`src/rtl/core/vls_pkg.sv`:
```
// ----------------------------------------------------------------------------
// vls_pkg
// Shared types and constants of the vector line sampler.
// ----------------------------------------------------------------------------
package vls_pkg;

	// vertex table
	localparam int VERTEX_COUNT = 64;
	localparam int IDX_W        = $clog2(VERTEX_COUNT);
	localparam int COORD_W      = 16;
	localparam int FRAC_BITS    = 14;

	// samples per line
	localparam int MAX_LINE_SAMPLES = 64;
	localparam int CNT_W            = 7;
	localparam int STEP_W           = 6;
	localparam int SCALE_W          = 15;

	// divider: one quotient bit per cycle over the delta magnitude
	localparam int DIV_STEPS = COORD_W;
	localparam int DIV_CNT_W = $clog2(DIV_STEPS);

	// operation codes
	localparam logic OP_WRITE = 1'b0;
	localparam logic OP_DRAW  = 1'b1;

	// configuration register indexes
	localparam int CFG_IDX_W = 2;
	localparam logic [CFG_IDX_W-1:0] CFG_SAMPLES = 2'd0;
	localparam logic [CFG_IDX_W-1:0] CFG_SCALE_X = 2'd1;
	localparam logic [CFG_IDX_W-1:0] CFG_SCALE_Y = 2'd2;

	// reset values of the registers
	localparam logic [CNT_W-1:0]   SAMPLES_RESET = 7'd64;
	localparam logic [SCALE_W-1:0] SCALE_X_RESET = 15'd30000;
	localparam logic [SCALE_W-1:0] SCALE_Y_RESET = 15'd16000;

	// one queued line: both end points
	typedef struct packed {
		logic signed [COORD_W-1:0] x1;
		logic signed [COORD_W-1:0] y1;
		logic signed [COORD_W-1:0] x2;
		logic signed [COORD_W-1:0] y2;
	} line_t;

	// register settings seen by the back end
	typedef struct packed {
		logic [CNT_W-1:0]   samples;
		logic [SCALE_W-1:0] scale_x;
		logic [SCALE_W-1:0] scale_y;
	} cfg_t;

	// back end sequencer
	typedef enum logic [1:0] {
		ST_IDLE,
		ST_DIV,
		ST_RUN
	} back_state_t;

endpackage

```
`src/rtl/core/vls_out_if.sv`:
```
// ----------------------------------------------------------------------------
// vls_out_if
// Sample channel: scaled x/y pair and end-of-line flag.
// ----------------------------------------------------------------------------
interface vls_out_if;
	logic                               valid;
	logic                               ready;
	logic signed [vls_pkg::COORD_W-1:0] scaled_x;
	logic signed [vls_pkg::COORD_W-1:0] scaled_y;
	logic                               last_sample;

	modport source (
		output valid, scaled_x, scaled_y, last_sample,
		input  ready
	);
	modport sink (
		input  valid, scaled_x, scaled_y, last_sample,
		output ready
	);
endinterface

```
`src/rtl/core/vls_back.sv`:
```
// ----------------------------------------------------------------------------
// vls_back
// Draws one line: divides each delta by the sample count, then steps the
// quotient and remainder per sample, scales, saturates and sends samples.
// ----------------------------------------------------------------------------
module vls_back (
	input  logic           clk,
	input  logic           arst_n,
	input  vls_pkg::cfg_t  cfg,
	input  logic           line_valid,
	input  vls_pkg::line_t line,
	output logic           pop,
	vls_out_if.source      samples
);

	localparam int W = vls_pkg::COORD_W;

	vls_pkg::back_state_t state_q;
	vls_pkg::back_state_t state_d;

	logic                 div_step;
	logic                 run_step;
	logic                 load;

	// line registers
	logic signed [W-1:0]  p1x_q, p1y_q;
	logic                 negx_q, negy_q;
	logic [W-1:0]         dqx_q, dqy_q;
	logic [vls_pkg::CNT_W-1:0] drx_q, dry_q;
	logic [W-1:0]         accx_q, accy_q;
	logic [vls_pkg::CNT_W-1:0] racx_q, racy_q;
	logic [vls_pkg::DIV_CNT_W-1:0] div_cnt_q;
	logic [vls_pkg::STEP_W-1:0]    step_q;

	// pipeline
	logic                 en;
	logic                 v_s1;
	logic signed [W-1:0]  vx_s1, vy_s1;
	logic                 last_s1;
	logic                 v_s2;
	logic signed [2*W-1:0] px_s2, py_s2;
	logic                 last_s2;
	logic                 out_valid_q;
	logic signed [W-1:0]  out_x_q, out_y_q;
	logic                 out_last_q;

	// combinational helpers
	logic [vls_pkg::CNT_W-1:0] n;
	logic signed [W:0]    dx, dy;
	logic [W:0]           mag_x, mag_y;
	logic [vls_pkg::CNT_W:0]   remt_x, remt_y;
	logic                 qb_x, qb_y;
	logic [vls_pkg::CNT_W:0]   rsum_x, rsum_y;
	logic                 cy_x, cy_y;
	logic signed [W:0]    offx, offy;
	logic signed [W+1:0]  sumx, sumy;
	logic                 is_last;

	// arithmetic shift by the fraction bits, then clamp to 16 bits
	function automatic logic signed [W-1:0] sat16(input logic signed [2*W-1:0] p);
		logic [2*W-vls_pkg::FRAC_BITS-1:0] sh;
		sh = p[2*W-1:vls_pkg::FRAC_BITS];
		if (sh[2*W-vls_pkg::FRAC_BITS-1:W-1] == '0 ||
		    sh[2*W-vls_pkg::FRAC_BITS-1:W-1] == '1) begin
			sat16 = sh[W-1:0];
		end else if (sh[2*W-vls_pkg::FRAC_BITS-1]) begin
			sat16 = {1'b1, {(W-1){1'b0}}};
		end else begin
			sat16 = {1'b0, {(W-1){1'b1}}};
		end
	endfunction

	// sample count clamped to 1 .. MAX_LINE_SAMPLES
	always_comb begin
		priority if (cfg.samples == '0) begin
			n = vls_pkg::CNT_W'(1);
		end else if (cfg.samples > vls_pkg::CNT_W'(vls_pkg::MAX_LINE_SAMPLES)) begin
			n = vls_pkg::CNT_W'(vls_pkg::MAX_LINE_SAMPLES);
		end else begin
			n = cfg.samples;
		end
	end

	assign en      = !out_valid_q || samples.ready;
	assign is_last = ({1'b0, step_q} == (n - vls_pkg::CNT_W'(1)));

	// next state
	always_comb begin
		state_d = state_q;
		unique case (state_q)
			vls_pkg::ST_IDLE: if (line_valid) begin
				state_d = vls_pkg::ST_DIV;
			end
			vls_pkg::ST_DIV: if (div_cnt_q == vls_pkg::DIV_CNT_W'(vls_pkg::DIV_STEPS - 1)) begin
				state_d = vls_pkg::ST_RUN;
			end
			vls_pkg::ST_RUN: if (en && is_last) begin
				state_d = vls_pkg::ST_IDLE;
			end
			default: state_d = vls_pkg::ST_IDLE;
		endcase
	end

	// sequencer outputs
	always_comb begin
		load     = 1'b0;
		div_step = 1'b0;
		run_step = 1'b0;
		unique case (state_q)
			vls_pkg::ST_IDLE: load     = line_valid;
			vls_pkg::ST_DIV:  div_step = 1'b1;
			vls_pkg::ST_RUN:  run_step = en;
			default: ;
		endcase
	end

	assign pop = load;

	always_ff @(posedge clk or negedge arst_n) begin
		if (!arst_n) begin
			state_q <= vls_pkg::ST_IDLE;
		end else begin
			state_q <= state_d;
		end
	end

	// deltas and their magnitudes
	assign dx    = {line.x2[W-1], line.x2} - {line.x1[W-1], line.x1};
	assign dy    = {line.y2[W-1], line.y2} - {line.y1[W-1], line.y1};
	assign mag_x = dx[W] ? -dx : dx;
	assign mag_y = dy[W] ? -dy : dy;

	// restoring divider, one quotient bit per cycle
	assign remt_x = {drx_q, dqx_q[W-1]};
	assign remt_y = {dry_q, dqy_q[W-1]};
	assign qb_x   = (remt_x >= {1'b0, n});
	assign qb_y   = (remt_y >= {1'b0, n});

	// remainder stepping per sample
	assign rsum_x = {1'b0, racx_q} + {1'b0, drx_q};
	assign rsum_y = {1'b0, racy_q} + {1'b0, dry_q};
	assign cy_x   = (rsum_x >= {1'b0, n});
	assign cy_y   = (rsum_y >= {1'b0, n});

	// interpolated point: p1 plus signed quotient
	assign offx = negx_q ? -$signed({1'b0, accx_q}) : $signed({1'b0, accx_q});
	assign offy = negy_q ? -$signed({1'b0, accy_q}) : $signed({1'b0, accy_q});
	assign sumx = {{2{p1x_q[W-1]}}, p1x_q} + {offx[W], offx};
	assign sumy = {{2{p1y_q[W-1]}}, p1y_q} + {offy[W], offy};

	// line registers: load, divide, step
	always_ff @(posedge clk) begin
		if (load) begin
			p1x_q  <= line.x1;
			p1y_q  <= line.y1;
			negx_q <= dx[W];
			negy_q <= dy[W];
			dqx_q  <= mag_x[W-1:0];
			dqy_q  <= mag_y[W-1:0];
			drx_q  <= '0;
			dry_q  <= '0;
			accx_q <= '0;
			accy_q <= '0;
			racx_q <= '0;
			racy_q <= '0;
		end else if (div_step) begin
			dqx_q <= {dqx_q[W-2:0], qb_x};
			dqy_q <= {dqy_q[W-2:0], qb_y};
			drx_q <= qb_x ? vls_pkg::CNT_W'(remt_x - {1'b0, n}) : remt_x[vls_pkg::CNT_W-1:0];
			dry_q <= qb_y ? vls_pkg::CNT_W'(remt_y - {1'b0, n}) : remt_y[vls_pkg::CNT_W-1:0];
		end else if (run_step) begin
			accx_q <= accx_q + dqx_q + W'(cy_x);
			accy_q <= accy_q + dqy_q + W'(cy_y);
			racx_q <= cy_x ? vls_pkg::CNT_W'(rsum_x - {1'b0, n})
			               : rsum_x[vls_pkg::CNT_W-1:0];
			racy_q <= cy_y ? vls_pkg::CNT_W'(rsum_y - {1'b0, n})
			               : rsum_y[vls_pkg::CNT_W-1:0];
		end
	end

	// divider and sample counters
	always_ff @(posedge clk or negedge arst_n) begin
		if (!arst_n) begin
			div_cnt_q <= '0;
			step_q    <= '0;
		end else if (load) begin
			div_cnt_q <= '0;
			step_q    <= '0;
		end else begin
			if (div_step) begin
				div_cnt_q <= div_cnt_q + vls_pkg::DIV_CNT_W'(1);
			end
			if (run_step && !is_last) begin
				step_q <= step_q + vls_pkg::STEP_W'(1);
			end
		end
	end

	// pipeline valid bits
	always_ff @(posedge clk or negedge arst_n) begin
		if (!arst_n) begin
			v_s1        <= 1'b0;
			v_s2        <= 1'b0;
			out_valid_q <= 1'b0;
		end else if (en) begin
			v_s1        <= run_step;
			v_s2        <= v_s1;
			out_valid_q <= v_s2;
		end
	end

	// pipeline payload: point, product, saturated sample
	always_ff @(posedge clk) begin
		if (en) begin
			vx_s1      <= sumx[W-1:0];
			vy_s1      <= sumy[W-1:0];
			last_s1    <= is_last;
			px_s2      <= vx_s1 * $signed({1'b0, cfg.scale_x});
			py_s2      <= vy_s1 * $signed({1'b0, cfg.scale_y});
			last_s2    <= last_s1;
			out_x_q    <= sat16(px_s2);
			out_y_q    <= sat16(py_s2);
			out_last_q <= last_s2;
		end
	end

	assign samples.valid       = out_valid_q;
	assign samples.scaled_x    = out_x_q;
	assign samples.scaled_y    = out_y_q;
	assign samples.last_sample = out_last_q;

	// sample counter stays inside the line while running
	a_step_range: assert property (@(posedge clk) disable iff (!arst_n)
		state_q == vls_pkg::ST_RUN |-> {1'b0, step_q} < n)
		else $error("sample counter beyond line length");

	// a stalled pipeline keeps its samples
	a_stall_keeps: assert property (@(posedge clk) disable iff (!arst_n)
		!en && v_s1 |=> v_s1)
		else $error("sample lost in a stalled pipeline");

	// a line is taken only when the sequencer is idle
	a_pop_idle: assert property (@(posedge clk) disable iff (!arst_n)
		pop |-> state_q == vls_pkg::ST_IDLE && line_valid)
		else $error("line popped while busy");

	// the divider finishes straight into sampling
	a_div_to_run: assert property (@(posedge clk) disable iff (!arst_n)
		state_q == vls_pkg::ST_DIV &&
		div_cnt_q == vls_pkg::DIV_CNT_W'(vls_pkg::DIV_STEPS - 1)
		|=> state_q == vls_pkg::ST_RUN)
		else $error("divider did not hand over to sampling");

endmodule

```
`src/flat_wrapper.sv`:
```
// flat-port wrapper written by rule: the top's interface ports become plain ports
module vls_back_flat 
  (clk, arst_n, cfg, line_valid, line, pop, samples_valid, samples_scaled_x, samples_scaled_y, samples_last_sample, samples_ready);
  vls_out_if samples_i ();
  input  logic clk;
  input  logic arst_n;
  input  vls_pkg::cfg_t cfg;
  input  logic line_valid;
  input  vls_pkg::line_t line;
  output logic pop;
  output wire logic [$bits(samples_i.valid)-1:0] samples_valid;
  output wire logic [$bits(samples_i.scaled_x)-1:0] samples_scaled_x;
  output wire logic [$bits(samples_i.scaled_y)-1:0] samples_scaled_y;
  output wire logic [$bits(samples_i.last_sample)-1:0] samples_last_sample;
  input wire logic [$bits(samples_i.ready)-1:0] samples_ready;
  assign samples_valid = samples_i.valid;
  assign samples_scaled_x = samples_i.scaled_x;
  assign samples_scaled_y = samples_i.scaled_y;
  assign samples_last_sample = samples_i.last_sample;
  assign samples_i.ready = samples_ready;
  vls_back u_core (.clk(clk), .arst_n(arst_n), .cfg(cfg), .line_valid(line_valid), .line(line), .pop(pop), .samples(samples_i));
endmodule
```
`config.mk`:
```
export PLATFORM = sky130hd
export DESIGN_NAME = vls_back_flat
export DESIGN_NICKNAME = d
export VERILOG_FILES = /design/src/rtl/core/vls_pkg.sv /design/src/rtl/core/vls_out_if.sv /design/src/rtl/core/vls_back.sv /design/src/flat_wrapper.sv
export SDC_FILE = /design/constraint.sdc
export NUM_CORES = 2
export LEC_CHECK = 0
export BUFFER_PORTS_ARGS = -buffer_cell sky130_fd_sc_hd__buf_2
export CORE_MARGIN = 1
export CORE_UTILIZATION = 59
export CTS_CLUSTER_DIAMETER = 150
export DETAILED_ROUTE_END_ITERATION = 7
export HOLD_SLACK_MARGIN = 0.08
export PLACE_DENSITY = 0.75
export SETUP_SLACK_MARGIN = 0.05
export SYNTH_ARGS = -nofsm -noshare
export SYNTH_HDL_FRONTEND = slang
export SYNTH_SLANG_ARGS = --single-unit
```
`constraint.sdc`:
```
create_clock -name clk -period 6.9 [get_ports clk]
set_input_delay 1.035 -clock clk [delete_from_list [all_inputs] [get_ports clk]]
set_output_delay 1.035 -clock clk [all_outputs]
set_load 0.02 [all_outputs]
```
==> results.toml <==
[status]
status = "finished clean"

[sta]
period_minus_slack_ps = 6550
finalCritPeriodShare_pct = 94.9
setup_viol = 0
worst_clock_skew_ps = 37.8
rsz0062_at_grt = "no"
slew_violations = 0
slew_headroom_pct = 26.0
tightest_slew_ps = 1080
tns_ps = 0
fmax_ghz = 0.153
layout_setup_ws_ps = 353
hold_violations = 0

[cts]
clkLatencyLatePin_ps = 610
cts.sinks = 244
clk_pin_slew_worst_paths_ps = 60
clock-root-buffer = "clkbuf_16"
htree_num_levels = 1
cts_tree = "yes"
cts_made_buffers = 30
cts_buffer_depth = 3

[yosys]
yosysTopAreaCell = "fa_1"
synth-seq-area-share_pct = 19.7
synth.avg_cell_area_sq_um = 9.28
synthCells = 3639
async_flop_share_pct = 6.15
yosysTopAreaCellShare_pct = 29.9
synth_enable_flop_cells = 169
synth_flop_cell = "edfxtp_1"
synth_warnings = 0
ys_seq_elements = 244
synthTopCellsByArea = "fa_1, edfxtp_1, ha_1, inv_1, nand2_1"
synthesis.area_sq_um = 33800
syn-num-nets = 4545
ys_types = 85

[layout]
n_fill_cell = 4512
areaGrowthSynthToFinish_pct = 9.99
num_antenna_cells = 0
drive_gt1_share_pct = 9.86
fin_nets = 4757
postLayoutCoreUtil_pct = 65.8
layout.cells.non_filler = 4630

[detailed_routing]
vias = 24700
wl_microns = 73300
drcViolationCount = 0
first_iter_violations = 1358
drt_first_pass_iters = 5
via_per_inst = 5.34
wl_per_cell_microns = 15.8
drtAntennaViolNets = 0

[die]
die-area_sq_um = 58200
die_x_microns = 241
num_rows = 87
die_h_microns = 241
core_area_sq_um = 56500
start_util_pct = 59.8
num_io_pins = 140

[grt]
antenna_found_initial = 0
grt_max_degree = 75
grt_pass1_wl_microns = 120000
grt-ovfl-total = 0
track_usage_pct = 25.9
grt_pass1_vias = 24500

[worst_setup_path]
max_stage_delay_ps = 520
slowest_stage = "edfxtp_1"
crit_end = "u_core.py_s2[31]"
cp_top_family = "adder cells"
cp_num_cells = 23
startpoint = "u_core.vy_s1[8]"
required_ps = 7210
worstSetupEndpointType = "register"
path_cells = "buf_4 -> and2_1 -> fa_1 -> inv_1 -> fa_1 -> inv_1 -> fa_1 -> fa_1 -> fa_1 -> inv_1 -> fa_1 -> inv_1 -> ha_1 -> a21o_1 -> a21oi_1 -> o21ai_0 -> a211oi_1 -> buf_4 -> o31a_1 -> o22ai_1 -> or3_1 -> a31oi_1 -> xnor2_1"
critical_path.max_fanout = 9
rrSetupSlack_ps = 350
cp-start-kind = "register"
critical_path_class = "register to register"
reg2reg_from = "u_core.vy_s1[8]"
reg2reg_depth = 23
path_common_cell = "fa_1"
crit_buf_inv = 6
r2r-end = "u_core.py_s2[31]"
worst_ep_arrival_time_ps = 6860

[placement]
pre_cts_ws_ps = -304
hpwl_microns = 60100
io_buffer_count = 139
gp_congestion = 0.891
post-place-cells = 4554

[flow_run]
cap_violations = 0

[hold_path]
min_path_type = "input pin to asynchronous set/reset pin"
==> area by class of cell <==
cell class / instances / area (sq um) / area share [%]
well taps: 756 / 946 / 2.55
flip-flops and latches: 244 / 6650 / 17.9
clock buffers: 43 / 850 / 2.29
clock inverters: 12 / 135 / 0.364
repair buffers: 295 / 1890 / 5.10
multi-input cells: 2626 / 24200 / 65.2
inverters: 654 / 2450 / 6.61
==> logic make-up (layout without fill, tap and decap cells) <==
kind of cell | Yosys count | count (layout) | synth area share [%]
multiplexers | 21 | 21 | 0.641
buffers and inverters | 769 | 1004 | 8.62
AO/OA/AOI/OAI | 491 | 491 | 9.16
flip-flops | 244 | 244 | 19.7
XOR/XNOR | 211 | 211 | 5.49
adder cells (fa/ha/maj) | 801 | 801 | 40.9
AND/OR/NAND/NOR | 1102 | 1102 | 15.5
==> synthesized netlist by cell type (all sizes together), types with 5 or more instances <==
cell / count
inv: 654
fa: 504
nand2: 437
ha: 297
and2: 254
nor2: 207
a21oi: 180
edfxtp: 169
xnor2: 159
o21ai: 104
clkbuf: 102
dfxtp: 60
xor2: 52
a21o: 47
nand3: 39
nor3: 38
a211oi: 25
nand2b: 25
nor2b: 21
o21bai: 21
or3: 20
o31ai: 18
mux2i: 16
dfrtp: 15
nand4: 14
or2: 14
a31oi: 13
o21a: 12
buf: 11
and3: 10
o31a: 9
o41ai: 7
a311oi: 6
nor4: 6
mux2: 5
o211ai: 5
o22ai: 5
or3b: 5
==> flip-flops by register name (all words and copies together) (netlist names), 2 cells and up <==
register,flops
u_core.px_s2,18
u_core.py_s2,18
u_core.accx_q,16
u_core.accy_q,16
u_core.dqx_q,16
u_core.dqy_q,16
u_core.p1x_q,16
u_core.p1y_q,16
u_core.samples.scaled_x,16
u_core.samples.scaled_y,16
u_core.vx_s1,16
u_core.vy_s1,16
u_core.drx_q,7
u_core.dry_q,7
u_core.racx_q,7
u_core.racy_q,7
u_core.step_q,6
u_core.div_cnt_q,4
u_core.state_q,2
==> how the worst min path moves through the flow <==
stage	endpoint	cells after the start	slack [ps]
after global placement	u_core.last_s2	0	410
final	u_core.samples.valid	1	320
after detailed placement	u_core.last_s2	0	400
after CTS	u_core.samples.valid	1	310
after floorplan	u_core.last_s2	0	400
after global routing	u_core.div_cnt_q[2]	1	330
==> routing by layer <==
metal | part of all wire, % | track usage, %
met4 | 2.3 | 6.29
met1 | 45 | 36.0
met5 | 0 | 0
met3 | 6.4 | 4.73
met2 | 47 | 42.1
==> metrics by stage <==
| stage | hold WS (ps) | instance area (sq um) |
|---|---|---|
| after floorplan | 400 | 33800 |
| after global placement | 408 | 36000 |
| after detailed placement | 405 | 36000 |
| after CTS | 306 | 37000 |
| after global routing | 327 | 37200 |
| final | 323 | 37200 |
==> timing repair <==
action	CTS	global route
endpoints found under the setup margin	0	4
resized for setup	0	2
hold buffers	0	0
setup buffers	0	21
==> cells in the final DEF (no fill, tap or decap), drive strengths merged, types with 25 or more instances in the layout <==
| cell type | n |
|---|---|
| a211oi | 25 |
| a21o | 47 |
| a21oi | 180 |
| and2 | 254 |
| buf | 294 |
| clkbuf | 44 |
| dfxtp | 60 |
| edfxtp | 169 |
| fa | 504 |
| ha | 297 |
| inv | 654 |
| nand2 | 437 |
| nand2b | 25 |
| nand3 | 39 |
| nor2 | 207 |
| nor3 | 38 |
| o21ai | 104 |
| xnor2 | 159 |
| xor2 | 52 |
Power is left out: the tool's default activity adds up to more than one toggle a clock period on the data nets, which glitch-free logic cannot reach.
