--- src/rtl/core/vls_pkg.sv ---
// ----------------------------------------------------------------------------
// vls_pkg
// Shared types and constants of the vector line sampler.
// ----------------------------------------------------------------------------
package vls_pkg;

	// vertex table
	localparam int VERTEX_COUNT = 64;
	localparam int IDX_W        = $clog2(VERTEX_COUNT);
	localparam int COORD_W      = 16;
	localparam int FRAC_BITS    = 14;

	// samples per line
	localparam int MAX_LINE_SAMPLES = 64;
	localparam int CNT_W            = 7;
	localparam int STEP_W           = 6;
	localparam int SCALE_W          = 15;

	// divider: one quotient bit per cycle over the delta magnitude
	localparam int DIV_STEPS = COORD_W;
	localparam int DIV_CNT_W = $clog2(DIV_STEPS);

	// operation codes
	localparam logic OP_WRITE = 1'b0;
	localparam logic OP_DRAW  = 1'b1;

	// configuration register indexes
	localparam int CFG_IDX_W = 2;
	localparam logic [CFG_IDX_W-1:0] CFG_SAMPLES = 2'd0;
	localparam logic [CFG_IDX_W-1:0] CFG_SCALE_X = 2'd1;
	localparam logic [CFG_IDX_W-1:0] CFG_SCALE_Y = 2'd2;

	// reset values of the registers
	localparam logic [CNT_W-1:0]   SAMPLES_RESET = 7'd64;
	localparam logic [SCALE_W-1:0] SCALE_X_RESET = 15'd30000;
	localparam logic [SCALE_W-1:0] SCALE_Y_RESET = 15'd16000;

	// one queued line: both end points
	typedef struct packed {
		logic signed [COORD_W-1:0] x1;
		logic signed [COORD_W-1:0] y1;
		logic signed [COORD_W-1:0] x2;
		logic signed [COORD_W-1:0] y2;
	} line_t;

	// register settings seen by the back end
	typedef struct packed {
		logic [CNT_W-1:0]   samples;
		logic [SCALE_W-1:0] scale_x;
		logic [SCALE_W-1:0] scale_y;
	} cfg_t;

	// back end sequencer
	typedef enum logic [1:0] {
		ST_IDLE,
		ST_DIV,
		ST_RUN
	} back_state_t;

endpackage

--- src/rtl/core/vls_queue.sv ---
// ----------------------------------------------------------------------------
// vls_queue
// Two-entry line queue between the front and the back end.
// ----------------------------------------------------------------------------
module vls_queue (
	input  logic           clk,
	input  logic           arst_n,
	input  logic           push,
	input  vls_pkg::line_t push_line,
	output logic           push_ready,
	input  logic           pop,
	output vls_pkg::line_t pop_line,
	output logic           pop_valid
);

	vls_pkg::line_t ent_q [2];
	logic           wr_ptr_q;
	logic           rd_ptr_q;
	logic [1:0]     cnt_q;
	logic           do_push;
	logic           do_pop;

	assign push_ready = (cnt_q != 2'd2);
	assign pop_valid  = (cnt_q != 2'd0);
	assign do_push    = push && push_ready;
	assign do_pop     = pop && pop_valid;
	assign pop_line   = ent_q[rd_ptr_q];

	// storage
	always_ff @(posedge clk) begin
		if (do_push) begin
			ent_q[wr_ptr_q] <= push_line;
		end
	end

	// pointers and fill count
	always_ff @(posedge clk or negedge arst_n) begin
		if (!arst_n) begin
			wr_ptr_q <= 1'b0;
			rd_ptr_q <= 1'b0;
			cnt_q    <= 2'd0;
		end else begin
			if (do_push) begin
				wr_ptr_q <= !wr_ptr_q;
			end
			if (do_pop) begin
				rd_ptr_q <= !rd_ptr_q;
			end
			if (do_push && !do_pop) begin
				cnt_q <= cnt_q + 2'd1;
			end else if (do_pop && !do_push) begin
				cnt_q <= cnt_q - 2'd1;
			end
		end
	end

	// fill count agrees with the pointers
	a_cnt_ptr: assert property (@(posedge clk) disable iff (!arst_n)
		(cnt_q == 2'd1) == (wr_ptr_q != rd_ptr_q))
		else $error("queue count and pointers disagree");

	// never over two entries
	a_cnt_range: assert property (@(posedge clk) disable iff (!arst_n)
		cnt_q != 2'd3)
		else $error("queue overfilled");

	// a push into a full queue with no pop leaves it full
	a_full_holds: assert property (@(posedge clk) disable iff (!arst_n)
		!push_ready && !pop |=> !push_ready)
		else $error("full queue lost an entry");

endmodule

--- config.mk ---
export PLATFORM = sky130hd
export DESIGN_NAME = vls_queue
export DESIGN_NICKNAME = d
export VERILOG_FILES = /design/src/rtl/core/vls_pkg.sv /design/src/rtl/core/vls_queue.sv
export SDC_FILE = /design/constraint.sdc
export NUM_CORES = 1
export LEC_CHECK = 0
export ABC_CLOCK_PERIOD_IN_PS = 8600
export BUFFER_PORTS_ARGS = -buffer_cell sky130_fd_sc_hd__clkbuf_2
export CORE_UTILIZATION = 30
export DETAILED_ROUTE_END_ITERATION = 7
export GPL_TIMING_DRIVEN = 0
export SLEW_MARGIN = 10
export SYNTH_ARGS = -nofsm -noshare
export SYNTH_HDL_FRONTEND = slang
export SYNTH_SLANG_ARGS = --single-unit
--- constraint.sdc ---
create_clock -name clk -period 8.6 [get_ports clk]
set_clock_uncertainty 0.05 [all_clocks]
set_input_delay 0.86 -clock clk [delete_from_list [all_inputs] [get_ports clk]]
set_output_delay 0.86 -clock clk [all_outputs]
set_load 0.05 [all_outputs]
==> metrics.yaml, run 1 <==
setup_path:
  crit_path_end_kind: "output port"
  worst-path-stages: 4
  crit_chain: "buf_6 > buf_6 > mux2_4 > clkbuf_2"
  worst_path_max_delay_cell: "dfrtp_1"
  cp_data_required_time_ps: 7690
  r2r_slack_ps: 6700
  crit_path_max_incr_delay_ps: 360
  critPathMaxFanout: 10
  endpoint: "pop_line[39]"
  reg2regPathDepth: 4
  cp_top_family: "buffers and inverters"
  worst_r2r_endpoint: "ent_q[0][60]"
  crit_top_cell: "buf_6"
  path_class: "flop to output port"
  timing.rr.start: "cnt_q[0]"
  worst-endpoint-arrival_ps: 1720
  startpoint: "rd_ptr_q"
  critPathBufInv: 3
  startpoint_type: "flop"
synth:
  syn_inst: 217
  yosys_warnings: 0
  synth_area_sq_um: 5020
  synth.avg_cell_area_sq_um: 23.1
  ys_ff_latch: 132
  yosysSeqAreaShare: 0.786
  ys_types: 15
  synthesis.nets: 286
sta:
  fin_ws_ps: 5970
  max_freq_mhz: 380
  post-route-min-period_ps: 2630
  period_share: 0.306
  rsz0062_at_grt: "no"
  setup-violations-final: 0
  maxSlewHeadroom: 0.572
  hold_viol: 0
  finalMaxSlewViolations: 0
  tightest_slew_ps: 640
  final.setup.tns_ps: 0
routing:
  first_pass_iters: 3
  dr_total_vias: 2474
  drtIter0Drc: 67
  wl_per_cell_um: 14.7
  ant_nets: 0
  totalWireLength_um: 8830
  route.detailed.drc: 0
  vias_per_cell: 4.12
clocking:
  cts_hold_buffers: 0
  htree_levels: 4
  cts_sinks: 132
  post_cts_buffers: 0
  cts_tree: "yes"
  cts_resized: 0
  cts.clk_slew.worst_paths_ps: 60
  cts_buffer_depth: 2
  cts_made_buffers: 17
  clock-root-buffer: "clkbuf_16"
  clk_latency_ps: 400
grt:
  grt_pass1_wl_um: 14200
  grt_pass1_vias: 2731
  antenna_found_initial: 0
  gr-total-overflow: 0
  grt.total_usage: 0.111
  grt_max_degree: 37
floorplan:
  rows: 46
  ios: 134
  die_area_sq_um: 17300
  die_w_um: 131
  initial_core_util: 0.311
  coreArea_sq_um: 16100
  fp.dieH_um: 131
job:
  cap_violations: 0
cells_and_area:
  drive_gt1_frac: 0.610
  final_nets: 441
  layout_common_cells: "clkbuf_2 (133), edfxtp_1 (128), mux2_4 (50)"
  post-route-util: 0.407
  finalInstanceArea_sq_um: 6560
  syn2layout_area_growth_pct: 30.7
  final_common_cell: "clkbuf_2"
  fillers: 1491
  diodes: 0
placement:
  dpl-instance-area_sq_um: 6030
  dp_slack_ps: 6310
  io_buffers: 133
  place_congestion: 0.669
  dpl.hpwl_um: 6010
power:
  swShare: 0.395
  intPower_mw: 1.64
  combinationalPowerShare: 0.426
  p_leak_nw: 2.63
  power.switching_mw: 1.07
  ir_drop_mv: 0.301
  seqPwrFrac: 0.338
  clockPowerShare: 0.236
  power_density_nw_per_um2: 414
outcome:
  status: "finished clean"
worst_hold_path:
  hold_path_class: "input port to async pin"
==> power by group through the flow <==
stage	logic [mW]	clock network [mW]	registers (mW)
after CTS	1.18	0.664	0.920
after floorplan	0.933	0	0.932
after detailed placement	1.18	0	0.933
final	1.16	0.642	0.918
after global routing	1.22	0.689	0.933
after global placement	1.15	0	0.946
==> flip-flops by register name, indices dropped and copies added, names as in the netlist <==
name and count:
cnt_q 2, ent_q 128, rd_ptr_q 1, wr_ptr_q 1
==> Yosys cell counts <==
library cell / instances / area share
or2_1: 1 / 0.0012
mux2_4: 50 / 0.15
xnor2_1: 3 / 0.0052
nand2b_1: 1 / 0.0012
xor2_1: 2 / 0.0035
buf_2: 1 / 0.0010
dfrtp_1: 4 / 0.020
edfxtp_1: 128 / 0.77
ha_1: 1 / 0.0025
inv_1: 1 / 0.00075
nor2_1: 2 / 0.0015
and3_1: 1 / 0.0012
nand2_1: 2 / 0.0015
mux2_2: 14 / 0.031
buf_6: 6 / 0.013
==> per-stage QoR <==
stage	power, mW	hold slack [ps]	instances
floorplan	1.86	406	217
global placement	2.09	425	566
detailed placement	2.11	462	569
CTS	2.77	180	601
global route	2.84	186	601
finish	2.72	201	601
==> cell families after synthesis <==
kind of cell               Yosys count  synth area share
adders and majority gates            1           0.00249
muxes                               64             0.181
and+or+nand+nor                      7           0.00673
buffers and inverters                8            0.0152
xor gates and xnor gates             5           0.00873
DFF                                132             0.786
==> worst min-delay path by stage <==
stage / start / end / slack, ps / cells past startpoint
3_5_place_dp: cnt_q[1] / cnt_q[1] / 460 / 1
3_3_place_gp: cnt_q[1] / cnt_q[1] / 420 / 1
6_report: arst_n / cnt_q[0] / 200 / 1
4_1_cts: arst_n / cnt_q[0] / 180 / 1
5_1_grt: arst_n / cnt_q[0] / 190 / 1
2_1_floorplan: cnt_q[1] / cnt_q[1] / 410 / 1
==> final cells by class <==
class	instances	area, sq um	area share
Sequential cell	132	3940	0.601
Buffer	7	72.6	0.0111
Clock inverter	12	90.1	0.0137
Inverter	1	3.75	0.000572
Clock buffer	20	437	0.0666
Tap cell	216	270	0.0412
Multi-Input combinational cell	77	1010	0.154
Timing Repair Buffer	136	733	0.112
==> metal layers <==
| layer | GRT usage | vias up | part of all wire |
|---|---|---|---|
| met4 | 0.0446 | 0 | 0.013 |
| met5 | 0 | - | 0 |
| met2 | 0.181 | 83 | 0.49 |
| li1 | - | 1174 | - |
| met3 | 0.0498 | 7 | 0.070 |
| met1 | 0.127 | 1210 | 0.42 |
Note: power is estimated with default switching activity, not from simulation.
==> inputs of run 2 (changes only) <==
--- a/config.mk
+++ b/config.mk
@@ -5,7 +5,7 @@
 export SDC_FILE = /design/constraint.sdc
 export NUM_CORES = 1
 export LEC_CHECK = 0
-export ABC_CLOCK_PERIOD_IN_PS = 8600
+export ABC_CLOCK_PERIOD_IN_PS = 2300
 export BUFFER_PORTS_ARGS = -buffer_cell sky130_fd_sc_hd__clkbuf_2
 export CORE_UTILIZATION = 30
 export DETAILED_ROUTE_END_ITERATION = 7
==> constraint.sdc (replaced) <==
create_clock -name clk -period 2.3 [get_ports clk]
set_clock_uncertainty 0.05 [all_clocks]
set_input_delay 0.23 -clock clk [delete_from_list [all_inputs] [get_ports clk]]
set_output_delay 0.23 -clock clk [all_outputs]
set_load 0.05 [all_outputs]
==> run 2 against run 1 <==
  * Worst hold slack worse by 120 ps
  * Cell count rose by 11%
  * Clock-buffer cell count is 1 lower
  * Setup slack worse by 5700 ps
  * Sequential share of layout area fell by 5.5 points
  * Clock power rose to 3.7 times the previous value
  * Via count up 9.8%
  * Sequential cell count unchanged
  * Final area grew 10%
  * Critical path type unchanged
  * Critical endpoint is now pop_line[44]
  * Largest cell class unchanged
==> metrics.yaml, run 2 (synthesis gave the netlist of run 1 again) <==
grt:
  grt_pass1_wl_um: 15100  # was 14200 um
  gr-total-overflow: 0  # unchanged
  grt_max_degree: 34  # was 37
  antenna_found_initial: 0  # unchanged
  grt.total_usage: 0.115  # was 0.111
  grt_pass1_vias: 2978  # was 2731
cells_and_area:
  largest_register_ffs: 128  # unchanged
  diodes: 0  # unchanged
  fillers: 1459  # was 1491
  multi_input_area_sq_um: 1020  # was 1010 sq um
  top_register: "ent_q"  # unchanged
  syn2layout_area_growth_pct: 43.8  # was 30.7%
  post-route-util: 0.448  # was 0.407
  final_common_cell: "clkbuf_2"  # unchanged
  layout_common_cells: "clkbuf_2 (133), edfxtp_1 (128), dlygate4sd3_1 (65)"  # was clkbuf_2 (133), edfxtp_1 (128), mux2_4 (50)
  top_regs: "ent_q (128), cnt_q (2)"  # unchanged
  final_nets: 506  # was 441
  final_cells: 666  # was 601
  seqCellArea_sq_um: 3940  # unchanged
  drive_gt1_frac: 0.524  # was 0.610
  finalInstanceArea_sq_um: 7220  # was 6560 sq um
clocking:
  htree_levels: 4  # unchanged
  cts_made_buffers: 17  # unchanged
  cts_buffer_depth: 2  # unchanged
  clock-root-buffer: "clkbuf_16"  # unchanged
  clk_latency_ps: 400  # about the same
  cts.clk_slew.worst_paths_ps: 50  # was 60 ps
  post_cts_buffers: 0  # unchanged
  cts_sinks: 132  # unchanged
  cts_tree: "yes"  # unchanged
placement:
  dpl.hpwl_um: 6230  # was 6010 um
  io_buffers: 133  # unchanged
  place_congestion: 0.698  # was 0.669
  dpl-instance-area_sq_um: 6040  # was 6030 sq um
  dp.cells: 569  # unchanged
sta:
  max_freq_mhz: 501
  hold_viol: 0  # unchanged
  setup-violations-final: 0  # unchanged
  period_share: 0.867
  maxSlewHeadroom: 0.550  # was 0.572
  post-route-min-period_ps: 2000
  tightest_slew_ps: 673  # was 640 ps
  finalMaxSlewViolations: 0  # unchanged
  rsz0062_at_grt: "no"  # unchanged
  holdWs_ps: 78.8  # was 201 ps
outcome:
  status: "finished clean"  # unchanged
routing:
  totalWireLength_um: 9310  # was 8830 um
  dr_total_vias: 2716  # was 2474
  wl_per_cell_um: 14.0  # was 14.7 um
  vias_per_cell: 4.08  # was 4.12
  ant_nets: 0  # unchanged
  drtIter0Drc: 88  # was 67
  route.detailed.drc: 0  # unchanged
  first_pass_iters: 4  # was 3
power:
  power_density_nw_per_um2: 1420  # was 414 nW/um^2
  finalPower_mw: 10.3  # was 2.72 mW
  combinationalPowerShare: 0.433  # was 0.426
  ir_drop_mv: 1.34  # was 0.301 mV
  intPower_mw: 6.22  # was 1.64 mW
  seqPwrFrac: 0.335  # was 0.338
  swShare: 0.394  # was 0.395
  clockPowerShare: 0.232  # was 0.236
  p_leak_nw: 2.90  # was 2.63 nW
  power.switching_mw: 4.04  # was 1.07 mW
setup_path:
  worst-endpoint-arrival_ps: 1720  # about the same
  crit_path_end_kind: "output port"  # unchanged
  critPathBufInv: 3  # unchanged
  crit_chain: "buf_6 > buf_6 > mux2_4 > clkbuf_2"  # unchanged
  path_class: "flop to output port"  # unchanged
  startpoint_type: "flop"  # unchanged
  critPathMaxFanout: 10  # unchanged
  cp_top_family: "buffers and inverters"  # unchanged
  worst_path_max_delay_cell: "dfrtp_1"  # unchanged
  crit_top_cell: "buf_6"  # unchanged
  cp_data_required_time_ps: 2020  # was 7690 ps
  crit_path_max_incr_delay_ps: 350  # was 360 ps
job:
  cap_violations: 0  # unchanged
floorplan:
  initial_core_util: 0.311  # unchanged
  die_w_um: 131  # unchanged
  coreArea_sq_um: 16100  # unchanged
  ios: 134  # unchanged
  rows: 46  # unchanged
  die_area_sq_um: 17300  # unchanged
  fp.dieH_um: 131  # unchanged
worst_hold_path:
  hold_path_class: "input port to flop"  # was input port to async pin
## run 2: cell count changes in the layout (fill, tap and decap cells not counted)
cell and delta:
nand2b_1 -1, clkbuf_1 -1, clkinv_4 -1, clkinv_1 +1
clkinvlp_4 +1, nand2b_4 +1, dlygate4sd3_1 +65
## run 2: final timing paths
check | startpoint | end | slack (ps) | cells past startpoint
max in group asynchronous | arst_n | rd_ptr_q | 1950 | 2
min reg2reg | cnt_q[0] | cnt_q[0] | 500 | 1
min in group asynchronous | arst_n | cnt_q[0] | 120 | 2
min | pop | rd_ptr_q | 80 | 3
max reg2reg | cnt_q[0] | ent_q[0][3] | 370 | 4
max | rd_ptr_q | pop_line[44] | 300 | 4
## run 2: tightest hold or removal path: cells and delay by family
kind                   cells  cell delay, ps
XOR/XNOR                   1              80
buffers and inverters      1              80
AND/OR/NAND/NOR            1             100
## run 2: per-stage QoR
| stage | setup TNS [ps] | setup WS (ps) |
|---|---|---|
| after floorplan | 0 | 72.6 |
| after global placement | -24580 | -375 |
| after detailed placement | 0 | 329 |
| after CTS | 0 | 247 |
| after global routing | 0 | 223 |
| final | 0 | 305 |
## run 2: area by class of cell
cell class,count,share of cell area
inverter,1,0.000520
buffer,7,0.0101
timing repair buffer,201,0.192
clock buffer,19,0.0600
sequential,132,0.546
clock inverter,13,0.0128
tap,216,0.0374
multi-input combinational,77,0.141
## run 2: per-layer routing
layer | share of wire | track usage | routed length (um) | up-vias
met5 | 0 | 0 | 0 | -
met4 | 0.012 | 0.0407 | 108 | 0
met3 | 0.056 | 0.0467 | 520 | 8
met2 | 0.50 | 0.192 | 4650 | 91
met1 | 0.43 | 0.133 | 4030 | 1322
li1 | - | - | - | 1295
## run 2: what timing repair did
action,in CTS,in global routing
resized for setup,0,0
endpoints found under the hold margin,132,0
hold buffers,65,0
## run 2: power by group through the flow
| stage | registers [mW] | logic [mW] | clock network [mW] |
|---|---|---|---|
| floorplan | 3.46 | 3.51 | 0 |
| detailed placement | 3.49 | 4.42 | 0 |
| finish | 3.44 | 4.44 | 2.38 |
| global route | 3.49 | 4.65 | 2.57 |
| CTS | 3.45 | 4.52 | 2.46 |
| global placement | 3.49 | 4.30 | 0 |
==> inputs of run 3 (changes only) <==
--- a/config.mk
+++ b/config.mk
@@ -7,6 +7,7 @@
 export LEC_CHECK = 0
 export ABC_CLOCK_PERIOD_IN_PS = 2300
 export BUFFER_PORTS_ARGS = -buffer_cell sky130_fd_sc_hd__clkbuf_2
+export CORE_ASPECT_RATIO = 1.2
 export CORE_UTILIZATION = 30
 export DETAILED_ROUTE_END_ITERATION = 7
 export GPL_TIMING_DRIVEN = 0
==> run 3 against run 2 <==
  * Die area barely moved
  * Clock-buffer cell count grew 2
  * Core utilization is 0.40 points lower
  * Largest power group unchanged
  * Global-route usage shrank 0.27 points
  * Sequential share of layout area about the same
  * Non-clock buffer count unchanged
  * Cell count down 1.1%
  * Critical endpoint is now ent_q[0][9]
  * Worst hold slack got worse by 13 ps
  * First-iteration DRC count down 36%
  * Power increased by 0.64%
==> metrics.yaml, run 3 (synthesis gave the netlist of run 1 again) <==
clocking:
  cts.clk_slew.worst_paths_ps: 50  # about the same
  post_cts_buffers: 0  # unchanged
  cts_tree: "yes"  # unchanged
  clk_latency_ps: 410  # was 400 ps
  clock-root-buffer: "clkbuf_16"  # unchanged
  cts_buffer_depth: 2  # unchanged
  cts_made_buffers: 17  # unchanged
  htree_levels: 4  # unchanged
  cts_sinks: 132  # unchanged
routing:
  drtIter0Drc: 56  # was 88
  vias_per_cell: 4.10  # was 4.08
  first_pass_iters: 4  # unchanged
  totalWireLength_um: 9180  # was 9310 um
  route.detailed.drc: 0  # unchanged
  dr_total_vias: 2704  # was 2716
  wl_per_cell_um: 13.9  # was 14.0 um
  ant_nets: 0  # unchanged
floorplan:
  rows: 51  # was 46
  initial_core_util: 0.308  # was 0.311
  ios: 134  # unchanged
  fp.dieH_um: 144  # was 131 um
  die_w_um: 120  # was 131 um
  coreArea_sq_um: 16300  # was 16100 sq um
  die_area_sq_um: 17300  # about the same
grt:
  grt_max_degree: 43  # was 34
  grt.total_usage: 0.113  # was 0.115
  gr-total-overflow: 0  # unchanged
  grt_pass1_vias: 2831  # was 2978
  antenna_found_initial: 0  # unchanged
  grt_pass1_wl_um: 14100  # was 15100 um
setup_path:
  reg2regPathDepth: 5  # was 4
  critPathMaxFanout: 23  # was 10
  worst-endpoint-arrival_ps: 2160  # was 1720 ps
  cp_data_required_time_ps: 2360  # was 2020 ps
  path_class: "flop to flop"  # was flop to output port
  startpoint_type: "flop"  # unchanged
  crit_path_end_kind: "flop"  # was output port
  r2r_slack_ps: 190  # was 370 ps
  worst_r2r_endpoint: "ent_q[0][9]"  # was ent_q[0][3]
  timing.rr.start: "cnt_q[0]"  # unchanged
sta:
  post-route-min-period_ps: 2110  # was 2000 ps
  finalMaxSlewViolations: 0  # unchanged
  max_freq_mhz: 475  # was 501 MHz
  hold_viol: 0  # unchanged
  rsz0062_at_grt: "no"  # unchanged
  fin_ws_ps: 195  # was 305 ps
  setup-violations-final: 0  # unchanged
  period_share: 0.915  # was 0.867
  tightest_slew_ps: 718  # was 673 ps
  maxSlewHeadroom: 0.520  # was 0.550
  final.setup.tns_ps: 0  # unchanged
  holdWs_ps: 65.7  # was 78.8 ps
worst_hold_path:
  min_from: "pop"  # unchanged
  hold_path_class: "input port to flop"  # unchanged
  hold_path_end: "rd_ptr_q"  # unchanged
  min_path_cells: 3  # unchanged
cells_and_area:
  largest_register_ffs: 128  # unchanged
  post-route-util: 0.444  # was 0.448
  final_common_cell: "clkbuf_2"  # unchanged
  finalInstanceArea_sq_um: 7220  # about the same
  top_regs: "ent_q (128), cnt_q (2)"  # unchanged
  top_register: "ent_q"  # unchanged
  fillers: 1456  # was 1459
  drive_gt1_frac: 0.521  # was 0.524
  syn2layout_area_growth_pct: 43.9  # was 43.8%
  final_nets: 506  # unchanged
  layout_common_cells: "clkbuf_2 (133), edfxtp_1 (128), dlygate4sd3_1 (65)"  # unchanged
  diodes: 0  # unchanged
  final_cells: 659  # was 666
power:
  p_leak_nw: 2.91  # was 2.90 nW
  finalPower_mw: 10.3  # about the same
  ir_drop_mv: 0.720  # was 1.34 mV
  power_density_nw_per_um2: 1430  # was 1420 nW/um^2
placement:
  dp.cells: 565  # was 569
  dpl-instance-area_sq_um: 6040  # about the same
  dp_slack_ps: 124  # was 329 ps
  dpl.hpwl_um: 6030  # was 6230 um
  place_congestion: 0.690  # was 0.698
  io_buffers: 133  # unchanged
job:
  cap_violations: 0  # unchanged
outcome:
  status: "finished clean"  # unchanged
-- run 3: changes by cell type in the layout (fill, tap and decap cells not counted), sizes merged --
| cell | change |
|---|---|
| clkinv | -3 |
| clkinvlp | -3 |
| clkbuf | +2 |
| bufinv | +1 |
-- run 3: cell type report --
cell class / count / area [sq um] / area share
sequential: 132 / 3940 / 0.546
timing repair buffer: 201 / 1390 / 0.193
multi-input combinational: 77 / 1020 / 0.141
clock buffer: 21 / 440 / 0.0610
tap: 212 / 265 / 0.0367
clock inverter: 8 / 87.6 / 0.0121
buffer: 7 / 72.6 / 0.0100
inverter: 1 / 3.75 / 0.000520
-- run 3: how the worst max path moves through the flow --
stage          startpoint      endpoint  slack (ps)  cells after the start
2_1_floorplan    cnt_q[0]   ent_q[0][0]          70                      3
3_3_place_gp     cnt_q[0]  ent_q[0][33]        -420                      3
3_5_place_dp     cnt_q[0]  ent_q[0][11]         120                      5
4_1_cts          cnt_q[0]   ent_q[0][9]         120                      5
5_1_grt          cnt_q[0]   ent_q[0][9]          10                      5
6_report         cnt_q[0]   ent_q[0][9]         190                      5
-- run 3: what timing repair did --
item / in CTS / in global routing
endpoints found under the hold margin: 132 / 0
resized for setup: 0 / 0
hold buffers: 65 / 0
endpoints found under the setup margin: 0 / 22
-- run 3: metal layers --
| metal | share of wire | routed length [um] | vias up | track usage |
|---|---|---|---|---|
| li1 | - | - | 1296 | - |
| met1 | 0.41 | 3750 | 1306 | 0.123 |
| met2 | 0.52 | 4790 | 90 | 0.192 |
| met3 | 0.050 | 458 | 12 | 0.0373 |
| met4 | 0.020 | 183 | 0 | 0.0632 |
| met5 | 0 | 0 | - | 0 |
-- run 3: power by group --
part / internal, mW / total, mW / switching (mW)
registers: 3.29 / 3.44 / 0.150
logic: 1.48 / 4.44 / 2.96
clock network: 1.56 / 2.44 / 0.884
-- run 3: worst max-delay path: stages, from the launching register on --
cell	delay, ps
dfrtp_1	420
nand2b_4	170
nand2_1	120
nor2_4	580
buf_12	270
buf_16	190
